<file path="config.mk">
export PLATFORM = sky130hd
export DESIGN_NAME = pli_ctrl
export DESIGN_NICKNAME = d
export VERILOG_FILES = /design/src/hw/rtl/pli_pkg.sv /design/src/hw/rtl/pli_ctrl.sv
export SDC_FILE = /design/constraint.sdc
export NUM_CORES = 1
export LEC_CHECK = 0
export BUFFER_PORTS_ARGS = -buffer_cell sky130_fd_sc_hd__buf_2
export CAP_MARGIN = 20
export CORE_MARGIN = 2
export CORE_UTILIZATION = 50
export CTS_CLUSTER_SIZE = 25
export DETAILED_ROUTE_END_ITERATION = 7
export PLACE_DENSITY = 0.76
export SLEW_MARGIN = 30
export SYNTH_ARGS = -nofsm -noshare
export SYNTH_HDL_FRONTEND = slang
export SYNTH_SLANG_ARGS = --single-unit
</file>
<file path="constraint.sdc">
create_clock -name clk -period 1.8 [get_ports clk]
set_input_delay 0.09 -clock clk [delete_from_list [all_inputs] [get_ports clk]]
set_output_delay 0.09 -clock clk [all_outputs]
set_load 0.02 [all_outputs]
</file>
<file path="src/hw/rtl/pli_pkg.sv">
// ----------------------------------------------------------------------------
// pli_pkg
// Shared constants, codes and types of the piecewise linear interpolator.
// ----------------------------------------------------------------------------
package pli_pkg;

  localparam int MaxKnots = 64;
  localparam int IdxW     = $clog2(MaxKnots);
  localparam int CntW     = IdxW + 1;
  localparam int DataW    = 32;
  localparam int FracBits = 16;
  localparam int OpW      = DataW + 1;
  localparam int ProdW    = 2 * OpW;
  localparam int MulSteps = OpW;
  localparam int DivSteps = ProdW;
  localparam int StepW    = $clog2(DivSteps + 1);

  localparam logic [DataW-1:0] ClampLowReset  = DataW'((1 << FracBits) / 100);
  localparam logic [DataW-1:0] ClampHighReset = DataW'(2 << FracBits);

  localparam logic [1:0] ModeFlat   = 2'd0;
  localparam logic [1:0] ModeLinear = 2'd1;
  localparam logic [1:0] ModeClamp  = 2'd2;

  localparam logic [1:0] RegExtrapMode = 2'd0;
  localparam logic [1:0] RegKnotCount  = 2'd1;
  localparam logic [1:0] RegClampLow   = 2'd2;
  localparam logic [1:0] RegClampHigh  = 2'd3;

  localparam logic [1:0] StatusOk        = 2'd0;
  localparam logic [1:0] StatusWritten   = 2'd1;
  localparam logic [1:0] StatusZeroWidth = 2'd2;

  localparam logic [1:0] RegionInside = 2'd0;
  localparam logic [1:0] RegionBelow  = 2'd1;
  localparam logic [1:0] RegionAbove  = 2'd2;

  localparam logic ReqWrite = 1'b0;

  typedef enum logic [3:0] {
    S_IDLE, S_WRITE, S_RD_FIRST, S_RD_LAST, S_REGION, S_SADDR, S_SCMP,
    S_K0, S_K1, S_K2, S_PREP, S_MUL, S_DIV, S_DONE
  } state_t;

  typedef enum logic [2:0] {A_FIRST, A_LAST, A_MID, A_K, A_K1} addr_sel_t;

  typedef struct packed {
    logic      accept;
    logic      ram_we;
    addr_sel_t addr_sel;
    logic      cap_first;
    logic      region_set;
    logic      search_cmp;
    logic      k_latch;
    logic      cap_lo;
    logic      cap_hi;
    logic      prep;
    logic      mul_step;
    logic      div_step;
    logic      out_load;
  } cmd_t;

  typedef struct packed {
    logic cnt_zero;
    logic zero_width;
    logic out_free;
  } status_t;

endpackage

</file>
<file path="src/hw/rtl/pli_ctrl.sv">
// ----------------------------------------------------------------------------
// pli_ctrl
// Sequencer for knot writes and queries: search, fetch, multiply, divide.
// ----------------------------------------------------------------------------
module pli_ctrl (
  input  logic             clk,
  input  logic             rst,
  input  logic             in_valid,
  output logic             in_stall,
  input  logic             req_type,
  input  pli_pkg::status_t st,
  output pli_pkg::cmd_t    cmd
);
  import pli_pkg::*;

  state_t           state, state_next;
  logic [StepW-1:0] step_cnt, step_cnt_next;
  logic             mul_last, div_last;

  assign mul_last = (step_cnt == StepW'(MulSteps - 1));
  assign div_last = (step_cnt == StepW'(DivSteps - 1));

  always_ff @(posedge clk) begin
    if (rst) begin
      state    <= S_IDLE;
      step_cnt <= '0;
    end else begin
      state    <= state_next;
      step_cnt <= step_cnt_next;
    end
  end

  always_comb begin
    state_next = state;
    unique case (state)
      S_IDLE:     if (in_valid) begin
                    state_next = (req_type == ReqWrite) ? S_WRITE : S_RD_FIRST;
                  end
      S_WRITE:    state_next = S_DONE;
      S_RD_FIRST: state_next = S_RD_LAST;
      S_RD_LAST:  state_next = S_REGION;
      S_REGION:   state_next = S_SADDR;
      S_SADDR:    state_next = st.cnt_zero ? S_K0 : S_SCMP;
      S_SCMP:     state_next = S_SADDR;
      S_K0:       state_next = S_K1;
      S_K1:       state_next = S_K2;
      S_K2:       state_next = S_PREP;
      S_PREP:     state_next = st.zero_width ? S_DONE : S_MUL;
      S_MUL:      if (mul_last) begin
                    state_next = S_DIV;
                  end
      S_DIV:      if (div_last) begin
                    state_next = S_DONE;
                  end
      S_DONE:     if (st.out_free) begin
                    state_next = S_IDLE;
                  end
      default:    state_next = S_IDLE;
    endcase
  end

  always_comb begin
    step_cnt_next = '0;
    if ((state == S_MUL && !mul_last) || (state == S_DIV && !div_last)) begin
      step_cnt_next = step_cnt + StepW'(1);
    end
  end

  always_comb begin
    cmd          = '0;
    cmd.addr_sel = A_FIRST;
    in_stall     = (state != S_IDLE);
    unique case (state)
      S_IDLE:     cmd.accept = in_valid;
      S_WRITE:    cmd.ram_we = 1'b1;
      S_RD_FIRST: cmd.addr_sel = A_FIRST;
      S_RD_LAST:  begin
                    cmd.addr_sel  = A_LAST;
                    cmd.cap_first = 1'b1;
                  end
      S_REGION:   cmd.region_set = 1'b1;
      S_SADDR:    cmd.addr_sel = A_MID;
      S_SCMP:     cmd.search_cmp = 1'b1;
      S_K0:       begin
                    cmd.addr_sel = A_K;
                    cmd.k_latch  = 1'b1;
                  end
      S_K1:       begin
                    cmd.addr_sel = A_K1;
                    cmd.cap_lo   = 1'b1;
                  end
      S_K2:       cmd.cap_hi = 1'b1;
      S_PREP:     cmd.prep = 1'b1;
      S_MUL:      cmd.mul_step = 1'b1;
      S_DIV:      cmd.div_step = 1'b1;
      S_DONE:     cmd.out_load = st.out_free;
      default:    ;
    endcase
  end

  a_mul_count: assert property (@(posedge clk) disable iff (rst)
    state == S_MUL |-> step_cnt < StepW'(MulSteps))
    else $error("multiply step count out of range");

  a_done_exit: assert property (@(posedge clk) disable iff (rst)
    (state == S_DONE && st.out_free) |=> state == S_IDLE)
    else $error("result load did not return to idle");

  a_mul_start: assert property (@(posedge clk) disable iff (rst)
    (state == S_PREP && !st.zero_width) |=> (state == S_MUL && step_cnt == '0))
    else $error("multiply did not start clean");

  a_accept_leaves: assert property (@(posedge clk) disable iff (rst)
    cmd.accept |=> state != S_IDLE)
    else $error("accepted item left controller idle");

endmodule

</file>
[Word level (Yosys, flattened, before mapping)]
Cells that the tools add are included.
Storage, ports and cells
  register bits: 11
  input port bits: 7
  output and inout port bits: 16
  word-level logic and storage cells: 54
Cells by class
  add/subtract/negate cells: 1
  equality and inequality tests: 19
  mux-type cells: 21
  bitwise logic cells: 1
  reductions and logical operators: 10
Operators by type and width (number)
  $pmux 4 s13: 1
  $eq 4x4->1 const B: 6
  $eq 4x3->1 const B: 4
  $mux 4: 4
  $mux 1: 13
  $pmux 3 s4: 1
  $eq 4x2->1 const B: 2
  $ne 2x2->1 const B: 4
  $add 7x1->7 const B: 1
  $eq 7x6->1 const B: 1
  $eq 7x7->1 const B: 1
  $eq 4x1->1 const B: 1
  $logic_not 4->1: 1
  $reduce_and 4->1: 1
  $reduce_bool 4->1: 1
  $reduce_or 2->1: 2
  $mux 3: 1
  $logic_and 1x1->1: 2
  $logic_not 1->1: 2
  $mux 2: 1
  $logic_or 1x1->1: 1
  $not 1->1: 1

[Logic depth before layout (Yosys ltp)]
  depth in word-level cells: 6
  mapped depth: 6
  depth with buffers taken out: 6

[Least setup slack after synthesis]
Ideal clock, no wire load.
  path type: reg2out
  start: reg state[0]
  end: out cmd[12] in the netlist's numbering
  arrival time: 1422 ps
  data required time: 1710 ps
  setup slack: 288 ps
  cell stages (with the launch flop): 5
  path buffers: 3
  path through: dfxtp_1 > buf_2 > clkbuf_1 > nor3_1 > buf_4
RTL lines
  start, declared: RTL line pli_ctrl.sv:16  | state_t state, state_next;
  start signal, assigned: RTL line pli_ctrl.sv:28  | state <= state_next;
  end, declared: RTL line pli_ctrl.sv:12  | output pli_pkg::cmd_t cmd

==> impl_metrics.yaml <==
clock_network:
  ctsLongestPathBuffers: 2
  cts_sinks: 11
  cts-htree-levels: 1
  clkTransAtPathRegs_ns: 0.07
  post_cts_resized: 0
  cts_inserted_buffers: 3
  cts_tree: "built"
  cts_root_buf: "clkbuf_4"
  ctsHoldBuffers: 0
  clk_latency_ns: 0.27
  post-cts-setup-buffer-count: 0
critical_path:
  criticalPathCategory: "reg -> out"
  cp.required_ns: 1.71
  reg2reg_depth: 4
  crit_path_start: "state[0]$_SDFFE_PP0P_"
  reg2reg_setup_slack_ns: 0.25
  critPathArrivalTime_ns: 1.49
  timing.rr.end: "state[0]$_SDFFE_PP0P_"
  start_kind: "flop"
  critPathMaxFanout: 19
  endpoint: "cmd[9]"
  r2r-start: "step_cnt[4]$_SDFF_PP0_"
  endpoint_kind: "output pin"
global_route:
  grt_pass1_vias: 643
  met2_usage_pct: 28.24
  met3_usage_pct: 6.250
  grt_pass1_wl_microns: 2766
  gr-max-usage-layer: "met2"
  overflow: 0
  grt_max_degree: 20
  grt_use_total_pct: 18.94
  antenna_found_initial: 0
  grt.met1_usage_pct: 27.65
floorplanning:
  initial_core_util_pct: 53.03
  core_area_sq_um: 1489
  rows: 14
  die-area_sq_um: 1913
  io_pins: 23
  die_w_microns: 43.74
  die_h_microns: 43.74
synth:
  ys_warn_count: 0
  syn_avg_cell_area_sq_um: 7.895
  ys_ff_latch: 11
  netlist_area_sq_um: 789.5
  syn_inst: 100
  seq_area_frac_synth_pct: 27.89
  synthDistinctLibCells: 35
  syn_nets: 110
final_layout:
  drive_gt1_share_pct: 29.17
  fin_nets: 131
  fill_cells: 149
  antennaDiodeCount: 0
  utilization_pct: 61.76
  area_growth_pct: 16.48
power_and_ir_drop:
  peakVddDrop_mv: 0.7017
  power_density_nw_per_um2: 1313
  p_leak_nw: 0.4193
placement:
  io_buffer_count: 22
  gp_congestion: 0.7325
  dpl.hpwl_microns: 1272
routing:
  drtAntennaViolNets: 0
  drt_pass1_iterations: 4
  dr_total_vias: 730
  drt_iter0_drc: 17
  routed_wl_microns: 1629
  drc: 0
  routed_via_density: 5.368
  wire_per_inst_microns: 11.98
timing:
  fmax_ghz: 0.6338
  final.period_utilization_pct: 87.65
  maxSlewHeadroom_pct: 65.40
  drv_slew: 0
  hold_violations: 0
  setup_viol: 0
  rsz0062_at_grt: "false"
  fin_setup_tns_ns: 0
  clock_skew_ns: 0.005705
  timing.final.crit_period_ns: 1.578
  worstMarginPinSlew_ns: 0.5183
min_path:
  hp-class: "in -> reg"
outcome:
  status: "finished clean"
job:
  maxCapViolations: 0
[metal layers]
layer / vias to the layer above / part of all wire (%)
met5: - / 0
met4: 0 / 0
met3: 0 / 4.7
met2: 15 / 44
met1: 334 / 51
li1: 381 / -
[metrics by stage]
step	instance area [sq um]	hold slack [ns]	setup slack [ns]	cells	total power [mW]
after CTS	919.6	0.04381	0.2063	136	1.215
after global placement	893.4	0.3302	0.3132	132	1.026
after floorplan	789.5	0.1591	0.2878	100	0.8936
after detailed placement	893.4	0.3355	0.2815	132	1.043
after global routing	919.6	0.05227	0.09550	136	1.299
final	919.6	0.05815	0.2223	136	1.208
[final cells by class]
| type | count | area, sq um | share of cell area, % |
|---|---|---|---|
| multi-input combinational | 76 | 509.2 | 55.37 |
| inverter | 5 | 18.77 | 2.041 |
| sequential | 11 | 220.2 | 23.95 |
| timing repair buffer | 24 | 125.1 | 13.61 |
| tap | 16 | 20.02 | 2.177 |
| clock buffer | 4 | 26.28 | 2.857 |
[flip-flops by register name, summed over array words and instances, names as in the netlist]
name and count:
step_cnt 7, state 4
[cells in the final DEF (no fill, tap or decap), types with 3 or more instances in the layout]
cell,Yosys,layout
dfxtp_1,11,11
nor3_1,4,4
a211oi_1,3,3
clkbuf_4,0,3
a21oi_1,4,4
nand2b_1,6,6
nand2_1,7,7
buf_2,6,22
inv_1,5,5
xor2_1,3,3
xnor2_1,3,3
nor2_1,14,14
nand3_1,4,4
ha_1,3,3
and3_1,4,4
[cell families (layout without fill, tap and decap cells)]
group	after synthesis	count (layout)	synth area share [%]
fa+ha+maj	3	3	4.755
mux	1	1	1.268
flops	11	11	27.89
simple gates	48	48	33.76
buf+inv	13	33	7.607
xor+xnor	6	6	6.657
compound gates	18	18	18.07
[where the power goes]
part           switching (mW)  internal [mW]  leakage (nW)
Combinational           0.365          0.273         0.315
Clock                  0.0816         0.0858        0.0150
Sequential              0.117          0.284        0.0896
[worst min path at each step]
stage,startpoint,end,slack (ns),cells after the start
global route,rst,state[2]$_SDFFE_PP0P_,0.05,2
CTS,rst,state[3]$_SDFFE_PP0P_,0.04,2
floorplan,rst,state[1]$_SDFFE_PP0P_,0.16,1
finish,rst,state[3]$_SDFFE_PP0P_,0.06,2
global placement,rst,state[3]$_SDFFE_PP0P_,0.33,2
detailed placement,rst,state[3]$_SDFFE_PP0P_,0.34,2
[Yosys cell counts (all sizes together)]
cell type,n,area [sq um]
xor2,3,26.28
o21bai,1,7.510
a21oi,4,20.02
and4b,2,20.02
nor4,1,6.260
dfxtp,11,220.2
a211oi,3,22.52
nor2b,1,6.260
nand3,4,20.02
a21bo,1,10.01
clkbuf,1,3.750
inv,5,18.77
nand4b,1,8.760
or3,1,11.26
xnor2,3,26.28
o31ai,2,33.78
a31oi,1,6.260
buf,7,37.54
o221a,1,11.26
and3,5,36.28
and4bb,1,12.51
and3b,1,8.760
o21ai,3,15.01
nor2,14,52.55
a21o,1,8.760
nor3,4,20.02
mux2i,1,10.01
nand2,7,26.28
a21boi,1,7.510
ha,3,37.54
nand2b,6,37.54
[worst max-delay path: stages (launching register included)]
cell and delay, ns:
dfxtp_1 0.65, and3b_1 0.27, nor2b_1 0.13, buf_2 0.17
Power figures use the tool's default switching activity.
